<file path="src/design/qte_pkg.sv">
// Shared types, widths, constants and the CORDIC angle table for the quaternion to Euler block.
package qte_pkg;

    localparam int IN_W                  = 16;
    localparam int WORK_W                = 35;
    localparam int S_W                   = 30;
    localparam int SQ_W                  = 58;
    localparam int RAD_W                 = 57;
    localparam int ROOT_W                = 29;
    localparam int TRIAL_W               = 60;
    localparam int CORDIC_W              = 37;
    localparam int ANG_W                 = 28;
    localparam int ANG_TABLE_LEN         = 24;
    localparam int DEF_CORDIC_ITERATIONS = 16;
    localparam int QUEUE_DEPTH           = 2;
    localparam int ROLL_W                = 16;
    localparam int PITCH_W               = 15;
    localparam int ROLL_LIMIT            = 25736;
    localparam int PITCH_LIMIT           = 12868;

    localparam logic signed [ANG_W-1:0]  ANG_PI  = 28'sd52707179;
    localparam logic signed [WORK_W-1:0] ONE_Q28 = 35'sd268435456;
    localparam logic [RAD_W-1:0]         ONE_Q56 = 57'd1 << 56;

    // One request after the product stage, queued for the back end.
    typedef struct packed {
        logic signed [WORK_W-1:0] rn;
        logic signed [WORK_W-1:0] rd;
        logic signed [WORK_W-1:0] yn;
        logic signed [WORK_W-1:0] yd;
        logic signed [S_W-1:0]    s;
        logic                     clamped;
    } t_work;

    // atan(2^-i) scaled by 2^24, rounded to nearest.
    function automatic logic signed [ANG_W-1:0] atan_entry(input int idx);
        logic signed [ANG_W-1:0] v;
        case (idx)
            0:  v = 28'sd13176795;
            1:  v = 28'sd7778716;
            2:  v = 28'sd4110060;
            3:  v = 28'sd2086331;
            4:  v = 28'sd1047214;
            5:  v = 28'sd524117;
            6:  v = 28'sd262123;
            7:  v = 28'sd131069;
            8:  v = 28'sd65536;
            9:  v = 28'sd32768;
            10: v = 28'sd16384;
            11: v = 28'sd8192;
            12: v = 28'sd4096;
            13: v = 28'sd2048;
            14: v = 28'sd1024;
            15: v = 28'sd512;
            16: v = 28'sd256;
            17: v = 28'sd128;
            18: v = 28'sd64;
            19: v = 28'sd32;
            20: v = 28'sd16;
            21: v = 28'sd8;
            22: v = 28'sd4;
            23: v = 28'sd2;
            default: v = '0;
        endcase
        return v;
    endfunction

endpackage

</file>
<file path="src/design/qte_fifo.sv">
// Short queue that decouples the front end from the back end.
module qte_fifo (
    input  logic           i_clk,
    input  logic           i_rst_n,
    input  logic           i_push,
    input  qte_pkg::t_work i_work,
    input  logic           i_pop,
    output logic           o_full,
    output logic           o_empty,
    output qte_pkg::t_work o_work
);
    import qte_pkg::*;

    localparam int PTR_W = (QUEUE_DEPTH > 1) ? $clog2(QUEUE_DEPTH) : 1;
    localparam int CNT_W = $clog2(QUEUE_DEPTH + 1);

    t_work              r_mem [QUEUE_DEPTH];
    logic [PTR_W-1:0]   r_wr, r_rd;
    logic [CNT_W-1:0]   r_cnt;
    logic               do_push, do_pop;

    assign o_full  = (r_cnt == CNT_W'(QUEUE_DEPTH));
    assign o_empty = (r_cnt == '0);
    assign o_work  = r_mem[r_rd];
    assign do_push = i_push && !o_full;
    assign do_pop  = i_pop && !o_empty;

    // Storage is written only; entries need no reset.
    always_ff @(posedge i_clk) begin
        if (do_push) begin
            r_mem[r_wr] <= i_work;
        end
    end

    // Pointers and fill count.
    always_ff @(posedge i_clk) begin
        if (!i_rst_n) begin
            r_wr  <= '0;
            r_rd  <= '0;
            r_cnt <= '0;
        end else begin
            if (do_push) begin
                r_wr <= (r_wr == PTR_W'(QUEUE_DEPTH - 1)) ? '0 : r_wr + 1'b1;
            end
            if (do_pop) begin
                r_rd <= (r_rd == PTR_W'(QUEUE_DEPTH - 1)) ? '0 : r_rd + 1'b1;
            end
            if (do_push && !do_pop) begin
                r_cnt <= r_cnt + 1'b1;
            end else if (do_pop && !do_push) begin
                r_cnt <= r_cnt - 1'b1;
            end
        end
    end

endmodule

</file>
<file path="config.mk">
export PLATFORM = sky130hd
export DESIGN_NAME = qte_fifo
export DESIGN_NICKNAME = d
export VERILOG_FILES = /design/src/design/qte_pkg.sv /design/src/design/qte_fifo.sv
export SDC_FILE = /design/constraint.sdc
export NUM_CORES = 1
export LEC_CHECK = 0
export BUFFER_PORTS_ARGS = -buffer_cell sky130_fd_sc_hd__buf_2
export CAP_MARGIN = 20
export CELL_PAD_IN_SITES_DETAIL_PLACEMENT = 0
export CELL_PAD_IN_SITES_GLOBAL_PLACEMENT = 1
export CORE_MARGIN = 5
export CORE_UTILIZATION = 40
export DETAILED_ROUTE_END_ITERATION = 10
export MAX_ROUTING_LAYER = met4
export PLACE_DENSITY = 0.8
export RECOVER_POWER = 25
export SLEW_MARGIN = 5
export SYNTH_ARGS = -nofsm -noshare
export SYNTH_HDL_FRONTEND = slang
export SYNTH_SLANG_ARGS = --single-unit
</file>
<file path="constraint.sdc">
create_clock -name i_clk -period 10.6 [get_ports i_clk]
set_input_delay 2.12 -clock i_clk [delete_from_list [all_inputs] [get_ports i_clk]]
set_output_delay 2.12 -clock i_clk [all_outputs]
set_load 0.005 [all_outputs]
</file>
* Word-level counts from Yosys, hierarchy flattened
Memories as Yosys holds them, arrays and structs flattened. A register that Yosys moved wholly into a read port is not among the register bits.
Cells that the tools add are included.
Widths: inputs -> output; s select.
** Storage, ports and cells
- Bits in registers :: 4
- Memory bits (writable) :: 342
- Bits of input ports :: 175
- Memories :: 1
** Memory list
- r_mem :: depth 2, width 171, rd ports 1, clocked after memory_dff 1, wr ports 1, RTL line qte_fifo.sv:17 : t_work r_mem [QUEUE_DEPTH];
** Cells by class
- Add/subtract/negate cells :: 4
- Equality and inequality tests :: 1
- Muxes and demuxes :: 8
- Reduce and logical (&&, ||, !) cells :: 10
** Operator list (count)
- $mux 1 :: 6
- $logic_and 1x1->1 :: 4
- $logic_not 1->1 :: 4
- $mux 2 :: 2
- $add 1x1->1 const B :: 2
- $add 2x1->2 const B :: 1
- $eq 2x2->1 const B :: 1
- $logic_not 2->1 :: 1
- $reduce_bool 2->1 :: 1
- $sub 2x1->2 const B :: 1

* Depth between registers and ports, before layout
Gate-level depths: netlist of the first run.
- Depth in word-level cells :: 7
- Depth in mapped cells :: 7
- Gate-level depth less buffers :: 7

* Least setup slack after synthesis of the first run
No wires, ideal clock.
- Path type :: input port to flip-flop
- Start :: in i_push
- End :: mem r_mem[0][0] in the netlist's numbering, enable pin
- Setup time :: 0.672 ns
- Arrival :: 8.764 ns
- Required time :: 9.928 ns
- Path slack :: 1.164 ns
- Stages :: 2
- Cell sequence :: inv_1 > nor3_2
** On the way
- Cells in the longest elaborated chain, start to end :: 3
** Ends and longest elaborated chain
- start: declaration :: RTL line qte_fifo.sv:5 : input logic i_push,
- $logic_and 1x1->1 :: RTL line qte_fifo.sv:25 : assign do_push = i_push && !o_full;
- $mux 1 :: RTL line qte_fifo.sv:30 : if (do_push) begin
- $mux 1 (not written as such) :: RTL line qte_fifo.sv:31 : r_mem[r_wr] <= i_work;
- end: declaration :: RTL line qte_fifo.sv:17
Every way passes these cells.

==> impl_results.md, run 1 <==
- Clock Pin Slew Worst Setup and Hold Paths: 0.06 ns
- Seq/Total Area, Yosys: 80.2%
- Share of cells above drive strength 1: 56.9%
- CTS tree: yes
- Req. time, crit path: between 8 and 9 ns
- CP Capture Type: output port
- Slowest cell on crit path: buf_4
- Reg2reg start: r_cnt[0]
- Critical Path Fanout Max: 71
- Gate Count Post-Synth: 557
- Max-slew violations: 0
- FF+latch count, synth: 347
- Commonest non-fill, non-tap cells in the layout: edfxtp_1 (342), buf_2 (319), mux2_4 (90)
- Status: completed
- Synth Area in Simple Gates: less than 1%
- Synth Area per Inst: 23.2 um2
- Fin crit period: 5.04 ns
- Root buffer cell: clkbuf_16
- Capture point of the worst path: o_work[43]
- Synth area leader: edfxtp_1
- First-pass GRT wire length: 38900 um
- Leak: 0.00613 uW
- CP Cell Sequence: buf_4 -> mux2_2 -> buf_2
- Antenna Violating Nets Remaining: 0
- Hold Fails Final Rpt: 0
- Final period util: 47.6%
- Synth top area share: 79.4%
- Final worst setup slack: around 5.6 ns
- Clock Sinks: about 350
- Stages on the worst setup path: 3
- Max-cap violation count: 0
- CP max stage delay: between 0.8 and 0.9 ns
- Hold Path Class: flip-flop to flip-flop
- Post-DP HPWL: 17400 um
- Chip width: 190 um
- Power per Cell Area: 240 nW/um2
- Final Skew: 0.0138 ns
- Ys Warns: 0
- Critical R2R Capture: r_mem[0][122]
- Die ar.: 36000 um2
- Largest net degree at the start of global routing: 73
- Crit path buffers/inverters: 2
- Syn_nets: roughly 730
- Area Growth Syn to Fin: 25.5%
- Synth Area in Compound Gates: 0.252%
- Setup_tns: 0 ns
- Vias per cell: 4.72
- Worst R2R Path Depth: 5
- # DRC: 0
- Vias in the first global route: 7000
- Grt ovf: 0
- # IOs: roughly 350
- Final core occ: around half
- H-tree Lvls: 2
- Mapped cell area: 12900 um2
- Overall Global Routing Usage: 14.2%
- Clock Latency Late Sink: 0.50 ns
- Final WL: 25900 um
- R2R Setup Slk: about 7.7 ns
- Multiplexer share of the synthesized area: 17.5%
- Wire per inst: around 19 um
- Cts repair resizes: 0
- VDD IR max: 0.157 mV
- Synth top area cells: edfxtp_1 (79%), mux2_4 (10%), mux2_2 (7.1%), buf_6 (0.96%), dfxtp_1 (0.77%)
- Commonest non-fill, non-tap cell in the layout: edfxtp_1
- Top delay family on crit path: buffers and inverters
- Largest family of logic cells by synthesized area: multiplexers
- Slew at the pin closest to its max-slew limit: 1.07 ns
- RePlAce Congestion: 0.745
- Unrepaired setup endpoints after global routing: no
- Initial DRC Count: 306
- Adder-cell share of the synthesized area: 0.0968%
- Drt pass-1 iters: 4
- Starting Density: 40.8%
- Fill count: 2652
- Num CTS Buffers: 38
- Initial antenna violation count: 8
- Site Rows: 65
- Final setup viols: 0
- Clock buffer depth: 3
- IO buf count: approximately 350
- Post-CTS setup buffer count: 0
- Max transition margin: about 29%
- Vias: between 6000 and 7000
- Synth unique cells: 21
- Post-CTS Hold Fix Bufs: 0
- Kind of critical path: flip-flop to output port
- Final nets: between 1000 and 1500
- Dpl ws: between 5 and 6 ns
- F_max: 198 MHz
- CP Launch Type: flip-flop
- Placeable Area: 31700 um2
- Worst path arrival time: approximately 3 ns
- Synth Area in XOR/XNOR: less than 1%
- Chip height: 190 um
-- report_power, final --
group / total (uW) / internal (uW) / leakage, uW / switching, uW
logic: 884 / 474 / 0.00233 / 410
registers: 1800 / 1730 / 0.00324 / 69.1
clock network: 1220 / 726 / 0.000571 / 490
-- area by class of cell --
class                           instances  area [um2]  area share, %
Multi-Input combinational cell        189        2400           14.8
Clock buffer                           50        1060           6.53
Timing Repair Buffer                  354        1750           10.8
Sequential cell                       347       10400           63.9
Clock inverter                         19         108          0.663
Tap cell                              402         503           3.10
Inverter                                2        7.51         0.0463
Antenna cell                            9        22.5          0.139
-- logic make-up (layout without fill, tap and decap cells) --
kind of cell,Yosys count,count (layout)
AO/OA/AOI/OAI,5,5
XOR/XNOR,3,3
adder cells (fa/ha/maj),1,1
buffers and inverters,21,425
flip-flops,347,347
multiplexers,171,171
other,0,9
AND/OR/NAND/NOR,9,9
-- worst min-delay path, delay by kind of cell (launching register included) --
family             cells  cell delay, ns
AOI/OAI and AO/OA      2            0.17
DFF                    1            0.34
-- through the flow --
stage | power, uW | cells | cell area, um2 | hold slack, ns
3_5_place_dp | 2730 | 1294 | 15100 | 0.564
5_1_grt | 4090 | 1371 | 16200 | 0.603
6_report | 3900 | 1372 | 16200 | 0.562
2_1_floorplan | 2410 | 557 | 12900 | 0.483
4_1_cts | 3960 | 1363 | 16200 | 0.572
3_3_place_gp | 2720 | 1294 | 15100 | 0.504
-- worst min path at each step --
stage,from,endpoint,slack [ns],depth (start not counted)
2_1_floorplan,r_cnt[1],r_cnt[1],0.48,2
3_3_place_gp,r_cnt[1],r_cnt[1],0.50,2
3_5_place_dp,r_cnt[1],r_cnt[1],0.56,2
4_1_cts,r_cnt[1],r_cnt[1],0.57,2
5_1_grt,r_cnt[1],r_cnt[1],0.60,2
6_report,r_cnt[1],r_cnt[1],0.56,2
-- state kept, by name, summed over array words and instances, names as in the netlist, named ones only --
name   count
r_wr       1
r_rd       1
r_mem    342
r_cnt      2
-- Yosys cell counts (all sizes together) --
library cell / count
o21ai: 2
a21boi: 2
or3: 1
buf: 19
nand2b: 1
nor2: 2
mux2: 171
nor3: 1
xor2: 1
edfxtp: 342
o21a: 1
inv: 2
xnor2: 2
ha: 1
and2: 3
and3: 1
dfxtp: 5
-- routing by layer --
layer	GRT usage [%]	up-vias	part of all wire, %
met4	4.98	0	2.7
met2	23.5	263	50
met1	16.3	3170	38
met3	4.88	46	8.6
met5	-	-	0
li1	-	3001	-
Note: power is estimated with default switching activity, not from simulation.
==> run 2, diff against run 1 <==
--- a/config.mk
+++ b/config.mk
@@ -13,7 +13,7 @@
 export CORE_UTILIZATION = 40
 export DETAILED_ROUTE_END_ITERATION = 10
 export MAX_ROUTING_LAYER = met4
-export PLACE_DENSITY = 0.8
+export PLACE_DENSITY = 0.82
 export RECOVER_POWER = 25
 export SLEW_MARGIN = 5
 export SYNTH_ARGS = -nofsm -noshare
==> constraint.sdc (replaced) <==
create_clock -name i_clk -period 4.41 [get_ports i_clk]
set_input_delay 0.882 -clock i_clk [delete_from_list [all_inputs] [get_ports i_clk]]
set_output_delay 0.882 -clock i_clk [all_outputs]
set_load 0.005 [all_outputs]
==> impl_results.md, run 2 (same netlist as run 1, synthesis figures left out) <==
- Commonest non-fill, non-tap cells in the layout: edfxtp_1 (342), buf_2 (308), mux2_4 (90)
- CTS tree: yes
- Reg power frac: a little under half
- Crit path buffers/inverters: 2
- Req. time, crit path: 3.53 ns
- Drt pass-1 iters: 5
- F_max: 309 MHz
- Final nets: between 1000 and 1500
- H-tree Lvls: 2
- Biggest regs: r_mem x342, r_cnt x2
- Hold Path Class: flip-flop to flip-flop
- Status: completed
- Final core occ: between 50% and 60%
- Worst path arrival time: between 2 and 2.5 ns
- Wire per inst: approximately 19 um
- Commonest non-fill, non-tap cell in the layout: edfxtp_1
- Clock buffer depth: 3
- Clock Latency Late Sink: 0.51 ns
- Post-CTS Hold Fix Bufs: 0
- Max transition margin: a little under two fifths
- Hold WS: 0.537 ns
- Vias per cell: 4.73
- Setup_tns: 0 ns
- Site Rows: 65
- Cts repair resizes: 0
- Kind of critical path: flip-flop to output port
- Max-slew violations: 0
- Largest reg by FF count: r_mem
- CP Cell Sequence: buf_12 -> mux2_2 -> buf_2
- CP max stage delay: 0.84 ns
- Num CTS Buffers: 37
- Largest register FFs: 342
- Hold Fails Final Rpt: 0
- Chip height: ~190 um
- Die ar.: 36000 um2
- Grt ovf: 0
- Final worst setup slack: 1.17 ns
- Root buffer cell: clkbuf_16
- Int Power: 7050 uW
- Initial DRC Count: 310
- Combinational Power Share: between 20% and 30%
- Switching Power: 2350 uW
- Clock Sinks: 347
- Worst R2R Path Depth: 3
- Post-CTS setup buffer count: 0
- Power per Cell Area: between 500 and 600 nW/um2
- CP Launch Type: flip-flop
- Unrepaired setup endpoints after global routing: no
- # IOs: 348
- Slowest cell on crit path: dfxtp_4
- Antenna Violating Nets Remaining: 0
- Stages on the worst setup path: 3
- Vias in the first global route: 7089
- Starting Density: between 40 and 50%
- Final setup viols: 0
- Final Skew: 0.0196 ns
- IO buf count: 347
- Area Growth Syn to Fin: 26.2%
- Slew at the pin closest to its max-slew limit: 0.937 ns
- Final WL: 26600 um
- Depth of the worst hold-timing path: 2
- Share of cells above drive strength 1: approximately 56%
- Chip width: 190 um
- Vias: 6493
- Initial antenna violation count: 6
- Overall Global Routing Usage: 14.6%
- # DRC: 0
- Fin crit period: 3.24 ns
- Placeable Area: 31700 um2
- Leak: 0.00615 uW
- Clock power frac: 31.0%
- Dpl ws: between 1.5 and 2 ns
- Tot Pwr: approximately 9400 uW
- Critical Path Fanout Max: 50
- Clock Pin Slew Worst Setup and Hold Paths: 0.06 ns
- First-pass GRT wire length: 39800 um
- Largest net degree at the start of global routing: 69
- Switching Share: 25.0%
- RePlAce Congestion: roughly 0.76
- Post-DP HPWL: 18500 um
- Max-cap violation count: 0
- CP Capture Type: output port
- Final period util: 73.4%
- VDD IR max: 0.392 mV
- Fill count: between 2000 and 3000
- Top delay family on crit path: flip-flops
-- run 2: changes by cell type in the layout (fill, tap and decap cells not counted), sizes merged --
cell	before	now
buf	328	321
clkbuf	76	90
inv	3	4
bufinv	1	2
diode	9	6
clkinv	17	13
-- run 2: worst reg2reg max path: cells and delay by family, from the launching register on --
family	cells	cell delay, ns
flops	1	0.41
buf+inv	1	0.44
simple gates	2	1.00
-- run 2: path summary, 6_finish.rpt --
kind / startpoint / to / slack (ns)
min reg2reg: r_cnt[1] / r_cnt[1] / 0.54
max reg2reg: r_cnt[0] / r_mem[1][92] / 2.23
max: flip-flop / o_work[148] / 1.17
min: r_cnt[1] / r_cnt[1] / 0.54
-- run 2: final cells by class --
class                           count  area, um2  share of cell area, %
Tap cell                          402        503                   3.08
Sequential cell                   347      10400                   63.6
Timing Repair Buffer              360       1850                   11.3
Antenna cell                        6       15.0                 0.0920
Clock buffer                       51       1020                   6.26
Multi-Input combinational cell    189       2400                   14.7
Clock inverter                     17        136                  0.836
Inverter                            2       20.0                  0.123
-- run 2: power by group through the flow --
| stage | registers, uW | clock network, uW | logic (uW) |
|---|---|---|---|
| 4_1_cts | 4320 | 3000 | 2230 |
| 5_1_grt | 4360 | 3150 | 2330 |
| 3_5_place_dp | 4390 | 0 | 2220 |
| 3_3_place_gp | 4370 | 0 | 2200 |
| 6_report | 4320 | 2920 | 2170 |
| 2_1_floorplan | 4330 | 0 | 1410 |
-- run 2: stage by stage --
stage | cell area [um2] | std cells
3_3_place_gp | 15200 | 1300
3_5_place_dp | 15200 | 1300
5_1_grt | 16300 | 1374
6_report | 16300 | 1374
2_1_floorplan | 13000 | 557
4_1_cts | 16400 | 1368
-- run 2: per-layer routing --
layer / wire (um) / GRT usage [%]
met2: 13300 / 24.4
met4: 698 / 4.48
met1: 10300 / 16.8
met5: 0 / -
met3: 2330 / 4.94
